**config.mk**
```make
export PLATFORM = sky130hd
export DESIGN_NAME = siad_div
export DESIGN_NICKNAME = d
export VERILOG_FILES = /design/src/hdl/siad_pkg.sv /design/src/hdl/siad_div.sv
export SDC_FILE = /design/constraint.sdc
export NUM_CORES = 2
export LEC_CHECK = 0
export BUFFER_PORTS_ARGS = -buffer_cell sky130_fd_sc_hd__buf_2
export CORE_ASPECT_RATIO = 1.75
export CORE_MARGIN = 1.5
export CORE_UTILIZATION = 45
export CTS_CLUSTER_DIAMETER = 100
export CTS_CLUSTER_SIZE = 20
export DETAILED_ROUTE_END_ITERATION = 8
export HOLD_SLACK_MARGIN = 0.12
export PLACE_DENSITY = 0.59
export SETUP_SLACK_MARGIN = 0.4
export SLEW_MARGIN = 20
export SYNTH_ARGS = -nofsm -noshare
export SYNTH_HDL_FRONTEND = slang
export SYNTH_SLANG_ARGS = --single-unit
```
**constraint.sdc**
```tcl
create_clock -name clk -period 35.8 [get_ports clk]
set_clock_uncertainty 0.15 [all_clocks]
set_input_delay 8.95 -clock clk [delete_from_list [all_inputs] [get_ports clk]]
set_output_delay 8.95 -clock clk [all_outputs]
set_load 0.005 [all_outputs]
```
**src/hdl/siad_pkg.sv**
```systemverilog
// package: types, codes and constants of the signed alu with divide
`timescale 1ns / 1ps
package siad_pkg;

    localparam int DATA_WIDTH_DEF = 32;

    typedef enum logic [2:0] {
        OP_ADD = 3'd0,
        OP_SUB = 3'd1,
        OP_MUL = 3'd2,
        OP_DIV = 3'd3,
        OP_REM = 3'd4
    } op_t;

    typedef enum logic [1:0] {
        ST_OK       = 2'd0,
        ST_DIV_ZERO = 2'd1,
        ST_REM_ZERO = 2'd2,
        ST_UNKNOWN  = 2'd3
    } status_t;

    typedef struct packed {
        logic [2:0]         operation;
        logic signed [31:0] left_operand;
        logic signed [31:0] right_operand;
    } alu_in_t;

    typedef struct packed {
        logic signed [31:0] result_value;
        logic [1:0]         status_code;
    } alu_out_t;

    // control carried alongside a division
    typedef struct packed {
        logic       is_div;
        logic       neg_quot;
        logic       neg_rem;
        logic       zero_div;
    } div_ctl_t;

endpackage

```
**src/hdl/siad_div.sv**
```systemverilog
// pipelined unsigned restoring divider, STEPS quotient bits per stage
`timescale 1ns / 1ps
module siad_div
    import siad_pkg::*;
#(
    parameter int DATA_WIDTH = DATA_WIDTH_DEF,
    parameter int STEPS      = 8
)
(
    input  logic                  clk,
    input  logic [DATA_WIDTH-1:0] dividend,
    input  logic [DATA_WIDTH-1:0] divisor,
    output logic [DATA_WIDTH-1:0] quot,
    output logic [DATA_WIDTH-1:0] rem
);
    localparam int NST = (DATA_WIDTH + STEPS - 1) / STEPS;

    logic [DATA_WIDTH-1:0] q_reg [NST+1];
    logic [DATA_WIDTH-1:0] r_reg [NST+1];
    logic [DATA_WIDTH-1:0] d_reg [NST+1];

    always_ff @(posedge clk)
    begin
        q_reg[0] <= dividend;
        r_reg[0] <= '0;
        d_reg[0] <= divisor;
    end

    for (genvar s = 0; s < NST; s++) begin : g_st
        logic [DATA_WIDTH-1:0] q_next, r_next;
        always_comb
        begin
            logic [DATA_WIDTH:0] t;
            q_next = q_reg[s];
            r_next = r_reg[s];
            for (int k = 0; k < STEPS; k++) begin
                if (s * STEPS + k < DATA_WIDTH) begin
                    t = {r_next, q_next[DATA_WIDTH-1]};
                    q_next = q_next << 1;
                    if (t >= {1'b0, d_reg[s]}) begin
                        t = t - {1'b0, d_reg[s]};
                        q_next[0] = 1'b1;
                    end
                    r_next = t[DATA_WIDTH-1:0];
                end
            end
        end
        always_ff @(posedge clk)
        begin
            q_reg[s+1] <= q_next;
            r_reg[s+1] <= r_next;
            d_reg[s+1] <= d_reg[s];
        end
    end

    assign quot = q_reg[NST];
    assign rem  = r_reg[NST];
endmodule

```
==> results.txt <==
Initial antenna violation count: 13
Post-Synthesis Cells: 8741
Data arrival, critical path: 33.30 ns
Input/output buffers: 128
DR iter-0 viols: 3899
Status: finished, final reports clean
Most frequent cell after synthesis: ha_1
Clock slew at reported path FFs: 0.10 ns
Overall Global Routing Usage: 32.7%
H-Tree Depth: 1
Origin of the worst setup path: d_reg[0][72]
Hold WC Path Type: reg -> reg
Via count: 66.3k
Vias per cell: 6.20
Global route total overflow: 0
Remaining antenna violation count after routing: 0
Period utilization: 91.7%
Fmax: 0.0305 GHz
Leak: 33.5 nW
Final setup viols: 0
Final TNS setup: 0 ns
CP Class: reg -> reg
Mapped Area: 0.0665 sq mm
Period minus WS final: 32.83 ns
CP peak stage delay: 0.63 ns
Post-synth top flop: dfxtp_1
Detail Placement HPWL: 208000 microns
Die Y: 511 microns
Clk_lat worst skew: 0.75 ns
R2R Path Start: d_reg[0][72]
Initial Util: 45.3%
# nets final: 9874
# fillers: 14.9k
Syn_area_per_cell: 7.60 sq um
Post-placement cell count: 10.6k
Fin cells: 10.7k
Width of the die: 294 microns
Core Box Area: 0.147 sq mm
TritonCTS clock tree: yes
Peak VDD IR: 0.373 mV
Slew HR: 24.7%
CTS max path bufs: 3
Unrepaired setup endpoints after global routing: false
Worst Path Required: 36.27 ns
CP max FO: 44
Syn_nets: 9831
Maximum Capacitance Violations: 0
Max-slew violation count: 0
Tot Pwr: 7.66 mW
Yosys Warn Count: 0
Yosys top cell area share: 18.7%
IO Count: 129
Hold buffer count at cts: 0
Cell accounting for the most synthesized area: ha_1
Cell Pwr Density: 109 mW/mm^2
Final WL: 254000 microns
Post-synth top cells: ha_1, a21oi_1, nand2_1
CP endpoint kind: flop
DIE AREA: 0.150 sq mm
Layout overhead on the synthesized area: 5.81%
Synth cell types: 109
Vias in the first global route: 65.8k
First-pass DRT Iterations: 8
Yosys reg bits: 416
Clock root buffer: clkbuf_16
Rows: 186
Worst Max-Slew Pin Slew: 1.10 ns
Seq/Total Area, Yosys: 12.5%
Maximum number of pins on one net before global-route repair: 49
Synth async-reset ratio: 0%
Post-synth EDFFs: 0
Max FFs per register: 160
GP Congestion: 0.992
CP max-delay cell: and3_4
Cts bufs inserted: 30
First-pass GRT wire length: 380000 microns
CP startpoint kind: flop
Count of final hold-check violations: 0
Worst Hold Launch: q_reg[3][15]
Per-cell routed wire length: 23.8 microns
Clock sinks: 416
Drt drc: 0
Layout cells sized above 1: 8.69%
Synth area leaders: ha_1, dfxtp_1, xnor2_1
-- where the power goes --
group          switching, mW  leakage [nW]  total (mW)  internal (mW)
Combinational           3.97          29.6        6.67           2.70
Sequential            0.0396          3.46       0.622          0.582
Clock                  0.205         0.464       0.372          0.166
-- per-layer routing --
layer	vias to the layer above	wire length, microns	global-route usage [%]
li1	32200	-	-
met1	31400	92700	33.4
met2	1872	129000	60.9
met3	747	10900	3.23
met4	8	21400	24.0
met5	-	61	0
-- stage by stage --
| stage | util (%) | instance area, sq um | hold WS [ns] | setup slack (ns) |
|---|---|---|---|---|
| 6_report | 48.0 | 70300 | 0.155 | 2.97 |
| 4_1_cts | 47.9 | 70300 | 0.168 | 2.03 |
| 2_1_floorplan | - | 66500 | 0.160 | 8.32 |
| 3_5_place_dp | 47.3 | 69300 | 0.162 | 2.22 |
| 3_3_place_gp | 47.3 | 69300 | 0.160 | 2.63 |
| 5_1_grt | 48.0 | 70300 | 0.174 | 0.465 |
-- path summary, 6_finish.rpt --
kind                                endpoint  slack [ns]  cells past startpoint
worst max register to register   r_reg[3][6]        2.97                    116
worst max-delay path             r_reg[3][6]        2.97                    116
worst min-delay path            q_reg[4][23]        0.15                      0
worst min register to register  q_reg[4][23]        0.15                      0
-- worst max-delay path: cells and delay by family (launching register included) --
kind / cells / cell delay (ns)
compound gates: 60 / 16.60
fa+ha+maj: 8 / 2.79
buf+inv: 13 / 4.00
flops: 1 / 0.52
mux: 7 / 3.00
simple gates: 28 / 5.44
-- cell type report --
type	instances	area (sq um)	area share, %
diodes	8	20.0	0.0285
clock buffers	31	754	1.07
clock inverters	13	208	0.295
inverters	514	1940	2.76
multi-input cells	7614	55500	78.9
flip-flops and latches	416	8330	11.8
well taps	1880	2350	3.34
repair buffers	208	1240	1.76
-- kinds of logic after synthesis --
| kind of cell | synth area share, % |
|---|---|
| simple gates | 18.1 |
| fa+ha+maj | 19.6 |
| flops | 12.5 |
| mux | 7.62 |
| xor+xnor | 10.5 |
| compound gates | 27.4 |
| buf+inv | 4.15 |
-- cells in the final DEF, fill, tap and decap left out, types with 77 or more instances in the layout --
cell,instances
nor4_1,79
dfxtp_1,416
mux2_2,330
a21o_1,379
a21oi_1,860
o21a_1,123
nand2b_1,163
nand4_1,146
o21ai_0,661
inv_1,494
xnor2_1,512
xor2_1,288
buf_2,128
mux2i_1,85
nand3_1,184
ha_1,994
o21bai_1,129
nor2_1,592
buf_4,80
nand2_1,701
a31oi_1,77
nor3_1,146
nor2b_1,145
-- repair_timing --
item	4_1_cts	5_1_grt
setup buffers	0	3
hold endpoints to repair	0	0
gates resized for setup	0	6
endpoints found under the setup margin	0	49
Power figures use the tool's default switching activity.
