[src/hdl/siad_pkg.sv]
// package: types, codes and constants of the signed alu with divide
`timescale 1ns / 1ps
package siad_pkg;

    localparam int DATA_WIDTH_DEF = 32;

    typedef enum logic [2:0] {
        OP_ADD = 3'd0,
        OP_SUB = 3'd1,
        OP_MUL = 3'd2,
        OP_DIV = 3'd3,
        OP_REM = 3'd4
    } op_t;

    typedef enum logic [1:0] {
        ST_OK       = 2'd0,
        ST_DIV_ZERO = 2'd1,
        ST_REM_ZERO = 2'd2,
        ST_UNKNOWN  = 2'd3
    } status_t;

    typedef struct packed {
        logic [2:0]         operation;
        logic signed [31:0] left_operand;
        logic signed [31:0] right_operand;
    } alu_in_t;

    typedef struct packed {
        logic signed [31:0] result_value;
        logic [1:0]         status_code;
    } alu_out_t;

    // control carried alongside a division
    typedef struct packed {
        logic       is_div;
        logic       neg_quot;
        logic       neg_rem;
        logic       zero_div;
    } div_ctl_t;

endpackage

[src/hdl/siad_mul.sv]
// pipelined multiplier: low word of the product, split in two halves
`timescale 1ns / 1ps
module siad_mul
    import siad_pkg::*;
#(
    parameter int DATA_WIDTH = DATA_WIDTH_DEF,
    parameter int LATENCY    = 4
)
(
    input  logic                  clk,
    input  logic [DATA_WIDTH-1:0] a,
    input  logic [DATA_WIDTH-1:0] b,
    output logic [DATA_WIDTH-1:0] p
);
    localparam int H  = DATA_WIDTH / 2;
    localparam int HH = DATA_WIDTH - H;

    logic [DATA_WIDTH-1:0] ll_reg, lh_reg, hl_reg;
    logic [DATA_WIDTH-1:0] sum_reg;
    logic [DATA_WIDTH-1:0] dly_reg [LATENCY-2];

    always_ff @(posedge clk)
    begin
        ll_reg  <= DATA_WIDTH'({{HH{1'b0}}, a[H-1:0]} * {{HH{1'b0}}, b[H-1:0]});
        lh_reg  <= DATA_WIDTH'({{H{1'b0}}, a[DATA_WIDTH-1:H]} * {{HH{1'b0}}, b[H-1:0]});
        hl_reg  <= DATA_WIDTH'({{HH{1'b0}}, a[H-1:0]} * {{H{1'b0}}, b[DATA_WIDTH-1:H]});
        sum_reg <= ll_reg + ((lh_reg + hl_reg) << H);
        dly_reg[0] <= sum_reg;
        for (int i = 1; i < LATENCY - 2; i++)
            dly_reg[i] <= dly_reg[i-1];
    end

    assign p = dly_reg[LATENCY-3];
endmodule

[config.mk]
export PLATFORM = sky130hd
export DESIGN_NAME = siad_mul
export DESIGN_NICKNAME = d
export VERILOG_FILES = /design/src/hdl/siad_pkg.sv /design/src/hdl/siad_mul.sv
export SDC_FILE = /design/constraint.sdc
export NUM_CORES = 1
export LEC_CHECK = 0
export ABC_AREA = 1
export BUFFER_PORTS_ARGS = -buffer_cell sky130_fd_sc_hd__buf_2
export CAP_MARGIN = 5
export CELL_PAD_IN_SITES_DETAIL_PLACEMENT = 0
export CELL_PAD_IN_SITES_GLOBAL_PLACEMENT = 1
export CORE_ASPECT_RATIO = 0.8
export CORE_MARGIN = 8
export CORE_UTILIZATION = 49
export CTS_CLUSTER_DIAMETER = 50
export DETAILED_ROUTE_END_ITERATION = 7
export PLACE_DENSITY = 0.85
export SLEW_MARGIN = 40
export SYNTH_ARGS = -nofsm -noshare
export SYNTH_HDL_FRONTEND = slang
export SYNTH_SLANG_ARGS = --single-unit
[constraint.sdc]
create_clock -name clk -period 6.8 [get_ports clk]
set_input_delay 1.02 -clock clk [delete_from_list [all_inputs] [get_ports clk]]
set_output_delay 1.02 -clock clk [all_outputs]
set_load 0.02 [all_outputs]
==> flow_summary_export.csv, run 1 <==
group,metric,value,unit
yosys,yosysUniqueCellTypes,44,
timing,finalSetupTns,0,ps
yosys,syn_nets,3473,
yosys,synthMostInstantiatedCell,"nand2_1",
global_routing,grt_pass1_vias,17460,
place,io_buffers,96,
critical_path,max_stage_delay,510,ps
global_routing,grtUsageTotal,0.2188,
worst_hold_path,holdCritPathClass,"flop to flop",
timing,maxSlewViolCount,0,
cells_and_area,final_core_util,0.5317,
yosys,synth_area,22130,sq um
timing,setup_viol,0,
global_routing,grt_max_degree,33,
clock_network,cts_max_path_buffers,2,
route,wl_per_cell,16.12,microns
global_routing,grt_antenna_before_repair,1,
cells_and_area,drive_gt1_frac,0.06725,
floorplanning,num_rows,69,
critical_path,crit_family,"adder cells",
timing,holdWs,325.2,ps
cells_and_area,layout.nets,3495,
cells_and_area,area_delta_synth_final,6.824,%
floorplanning,core,44460,sq um
yosys,yosys_warnings,0,
critical_path,worst-path-stages,20,
timing,period_needed,6256,ps
critical_path,ff2ff_setup_slack,3560,ps
flow_run,cap_violations,0,
critical_path,rr_worst_depth,14,
yosys,yosysTopAreaCellShare,0.3220,
clock_network,clkTransAtPathRegs,60,ps
place,place.gp.congestion,0.8946,
clock_network,clock_sinks,160,
place,dpl.hpwl,46960,microns
critical_path,slowest_stage,"fa_1",
yosys,synthTopCellsByCount,"nand2_1, inv_1, fa_1",
timing,post-route-period-util,0.9199,
route,vias,17070,
route,avgViaCountPerCell,4.936,
clock_network,cts_made_buffers,17,
clock_network,clk_latency,460,ps
global_routing,grt_pass1_wl,90040,microns
critical_path,critPathMaxFanout,18,
timing,relSlewSlack,0.4934,
critical_path,cp.required,7090,ps
clock_network,root_buffer,"clkbuf_16",
clock_network,cts_tree,"done",
clock_network,cts_setup_buffers,0,
cells_and_area,insertedDiodeCount,0,
route,drt_iter0_markers,1216,
floorplanning,io-pin-count,97,
critical_path,crit_path_cell_trace,"buf_2, buf_4, nand2_1, inv_1, fa_1, inv_1, fa_1, fa_1, inv_1, fa_1, fa_1, inv_1, fa_1, inv_1, ha_1, nand2_1, nor4_4, a21oi_2, o21ai_2, xor2_1",
clock_network,holdBufCountCts,0,
floorplanning,initial_utilization,0.4977,
timing,fmax,159.9,MHz
place,placed_area,23030,sq um
floorplanning,die_y,206.1,microns
global_routing,grt_remaining_overflow,0,
cells_and_area,largest_reg_flops,64,
clock_network,htreeDepth,4,
timing,tightest_slew,759.9,ps
worst_hold_path,min_delay_path_depth,0,
critical_path,start_kind,"input port",
yosys,synth-async-reset-ratio,0,
critical_path,cp.arrival,6550,ps
yosys,synth-edff-count,0,
route,antenna_left,0,
yosys,ys.flop_type,"dfxtp_1",
floorplanning,die_w,253.6,microns
critical_path,endpoint_kind,"flop",
critical_path,crit_top_cell,"fa_1",
yosys,synth.avg_cell_area,7.848,sq um
floorplanning,dieArea,52260,sq um
yosys,syn_inst,2820,
route,routed_wl,55760,microns
timing,hold_viol_final,0,
critical_path,path_class,"input port to flop",
yosys,yosysTopAreaCell,"fa_1",
timing,fin_skew,31.20,ps
critical_path,crit_buf_inv,7,
route,drc_errors,0,
yosys,ys_ff_latch,160,
yosys,yosysSeqAreaShare,0.1447,
yosys,ys_top_cells_by_area,"fa_1, dfxtp_1, nand2_1",
outcome,outcome,"finished clean",
cells_and_area,final_cell_area,23640,sq um
clock_network,post_cts_resized,0,
route,firstDrtPassIters,5,
timing,rsz0062_at_grt,"no",
[layout by cell type, fill, tap and decap left out, types with 4 or more instances in the layout]
| cell type | count |
|---|---|
| a21o_1 | 11 |
| a21oi_1 | 83 |
| buf_2 | 96 |
| buf_4 | 39 |
| clkbuf_16 | 17 |
| dfxtp_1 | 160 |
| fa_1 | 356 |
| ha_1 | 232 |
| inv_1 | 769 |
| inv_2 | 4 |
| inv_8 | 5 |
| nand2_1 | 775 |
| nand2_2 | 8 |
| nand3_1 | 70 |
| nand3b_1 | 7 |
| nand4_1 | 5 |
| nor2_1 | 44 |
| nor3_1 | 6 |
| o21ai_0 | 31 |
| o21ai_1 | 4 |
| xnor2_1 | 30 |
| xor2_1 | 57 |
[per-layer routing]
metal,up-vias,global-route usage,wire (microns)
met2,575,0.3422,24680
met3,66,0.04348,4552
met1,8264,0.3110,25500
li1,8165,-,-
met4,0,0.05048,1030
met5,-,0,0
[worst reg2reg max path, delay by kind of cell (launching register included)]
family	cells	cell delay (ps)
AO/OA/AOI/OAI	5	1040
adder cells (fa/ha/maj)	3	990
XOR/XNOR	2	460
AND/OR/NAND/NOR	4	370
flip-flops	1	310
[final timing paths]
kind                                    startpoint               endpoint
worst min register to register  sum_reg[2]$_DFF_P_  dly_reg[0][2]$_DFF_P_
worst max register to register   lh_reg[0]$_DFF_P_    sum_reg[31]$_DFF_P_
worst min-delay path            sum_reg[2]$_DFF_P_  dly_reg[0][2]$_DFF_P_
worst max-delay path                         a[10]     ll_reg[18]$_DFF_P_
[stage by stage]
stage	instances	setup WS, ps
floorplan	2820	750.2
global placement	3426	154.8
detailed placement	3426	163.3
CTS	3458	638.2
global route	3458	351.4
finish	3458	544.4
[kinds of logic (layout without fill, tap and decap cells)]
group | Yosys count | after routing | synth area share
buffers and inverters | 906 | 941 | 0.1605
AND/OR/NAND/NOR | 927 | 927 | 0.1677
AO/OA/AOI/OAI | 151 | 151 | 0.03867
flip-flops | 160 | 160 | 0.1447
adder cells (fa/ha/maj) | 588 | 588 | 0.4532
XOR/XNOR | 88 | 88 | 0.03517
[final cells by class]
class	instances	area [sq um]
Timing Repair Buffer	136	793.3
Inverter	773	2902
Fill cell	4195	20820
Tap cell	603	754.5
Multi-Input combinational cell	1754	15370
Clock buffer	17	425.4
Sequential cell	160	3203
Clock inverter	15	187.7
Power of run 1 is not shown: default switching activity piles up to over one toggle a cycle in this logic, so the estimate is an artifact.
==> run 2: changes to the inputs <==
Settings changed: CORE_MARGIN 8 to not set.
==> run 2 against run 1 <==
Compared with the run above:
- clock-buffer cell count unchanged
- hold slack worse by 4.3 ps
- critical path depth fell by 1
- sequential share of layout area about the same
- critical endpoint is now ll_reg[29]$_DFF_P_
==> flow_summary_export.csv, run 2 (synthesis gave the netlist of run 1 again) <==
group,metric,value,unit
outcome,outcome,"finished clean",
global_routing,grtUsageTotal,0.2512,
route,drc_errors,0,
global_routing,grt_pass1_vias,17070,
place,dpl.hpwl,46450,microns
floorplanning,num_rows,69,
worst_hold_path,worstHoldStart,"dly_reg[0][18]$_DFF_P_",
timing,maxSlewViolCount,0,
clock_network,cts_made_buffers,17,
floorplanning,die_y,192.1,microns
global_routing,grt_pass1_wl,88910,microns
timing,finalSetupTns,0,ps
cells_and_area,layout.nets,3482,
clock_network,cts_tree,"done",
timing,hold_viol_final,0,
cells_and_area,final_common_cell,"nand2_1",
floorplanning,dieArea,46020,sq um
floorplanning,core,44460,sq um
critical_path,r2r-start,"lh_reg[0]$_DFF_P_",
route,vias,16850,
clock_network,holdBufCountCts,0,
critical_path,start_kind,"input port",
cells_and_area,final_core_util,0.5298,
timing,post-route-period-util,0.9208,
floorplanning,die_w,239.6,microns
cells_and_area,largest_reg_flops,64,
route,wl_per_cell,16.07,microns
critical_path,endpoint_kind,"flop",
clock_network,clk_latency,460,ps
timing,period_needed,6261,ps
clock_network,cts_max_path_buffers,2,
floorplanning,initial_utilization,0.4977,
timing,setup_viol,0,
floorplanning,io-pin-count,97,
clock_network,post_cts_resized,0,
timing,relSlewSlack,0.4669,
clock_network,clkTransAtPathRegs,70,ps
critical_path,cp.required,7120,ps
cells_and_area,final_cell_mix,"nand2_1, inv_1, fa_1, ha_1, dfxtp_1",
global_routing,grt_remaining_overflow,0,
critical_path,critPathMaxFanout,22,
clock_network,clock_sinks,160,
route,drt_iter0_markers,1005,
place,io_buffers,96,
route,avgViaCountPerCell,4.887,
route,routed_wl,55400,microns
route,antenna_left,0,
global_routing,grt_antenna_before_repair,4,
critical_path,cp.arrival,6580,ps
worst_hold_path,holdCritPathClass,"flop to flop",
place,place.gp.congestion,0.8890,
timing,rsz0062_at_grt,"no",
cells_and_area,area_delta_synth_final,6.445,%
critical_path,startpoint,"a[7]",
cells_and_area,drive_gt1_frac,0.06298,
flow_run,cap_violations,0,
global_routing,grt_max_degree,33,
route,firstDrtPassIters,5,
clock_network,root_buffer,"clkbuf_16",
critical_path,path_class,"input port to flop",
timing,tightest_slew,799.6,ps
timing,fin_skew,22.11,ps
clock_network,htreeDepth,4,
timing,fmax,159.7,MHz
clock_network,cts_setup_buffers,0,
run 2: worst paths after layout:
check,to,slack [ps],depth (start not counted)
worst max-delay path,ll_reg[29]$_DFF_P_,540,19
worst min-delay path,dly_reg[0][50]$_DFF_P_,320,0
worst max register to register,sum_reg[31]$_DFF_P_,3550,14
worst min register to register,dly_reg[0][50]$_DFF_P_,320,0
run 2: routing by layer:
metal | up-vias | GRT usage | share of wire
met5 | - | 0 | 0.00016
met4 | 2 | 0.06361 | 0.018
met3 | 55 | 0.03880 | 0.060
met2 | 449 | 0.3863 | 0.44
met1 | 8209 | 0.3677 | 0.48
li1 | 8134 | - | -
run 2: final cells by class:
class,instances,area (sq um)
fillers,4223,20910
multi-input cells,1754,15370
flip-flops and latches,160,3203
inverters,773,2902
well taps,603,754.5
repair buffers,123,683.2
clock buffers,17,425.4
clock inverters,15,206.4
diodes,3,7.507
run 2: stage by stage:
stage	worst slack, ps	instances	cell area, sq um	hold WS, ps
floorplan	750.2	2820	22130	309.6
global placement	92.18	3413	22920	310.0
detailed placement	102.7	3413	22920	312.1
CTS	571.5	3445	23550	322.4
global route	299.4	3446	23550	331.5
finish	538.8	3448	23560	321.0
run 2: worst max-delay path, cell delays in order:
cell and delay [ps]:
buf_2 440, buf_4 240, nand2_1 70, fa_1 490
inv_1 50, fa_1 480, fa_1 570, fa_1 430
fa_1 490, inv_1 50, fa_1 470, inv_1 40
ha_1 370, a21oi_1 280, a21boi_0 360, o21ai_1 130
a31oi_1 310, nand2_1 120, xor2_1 160
Power of run 2 is left out for the same reason.
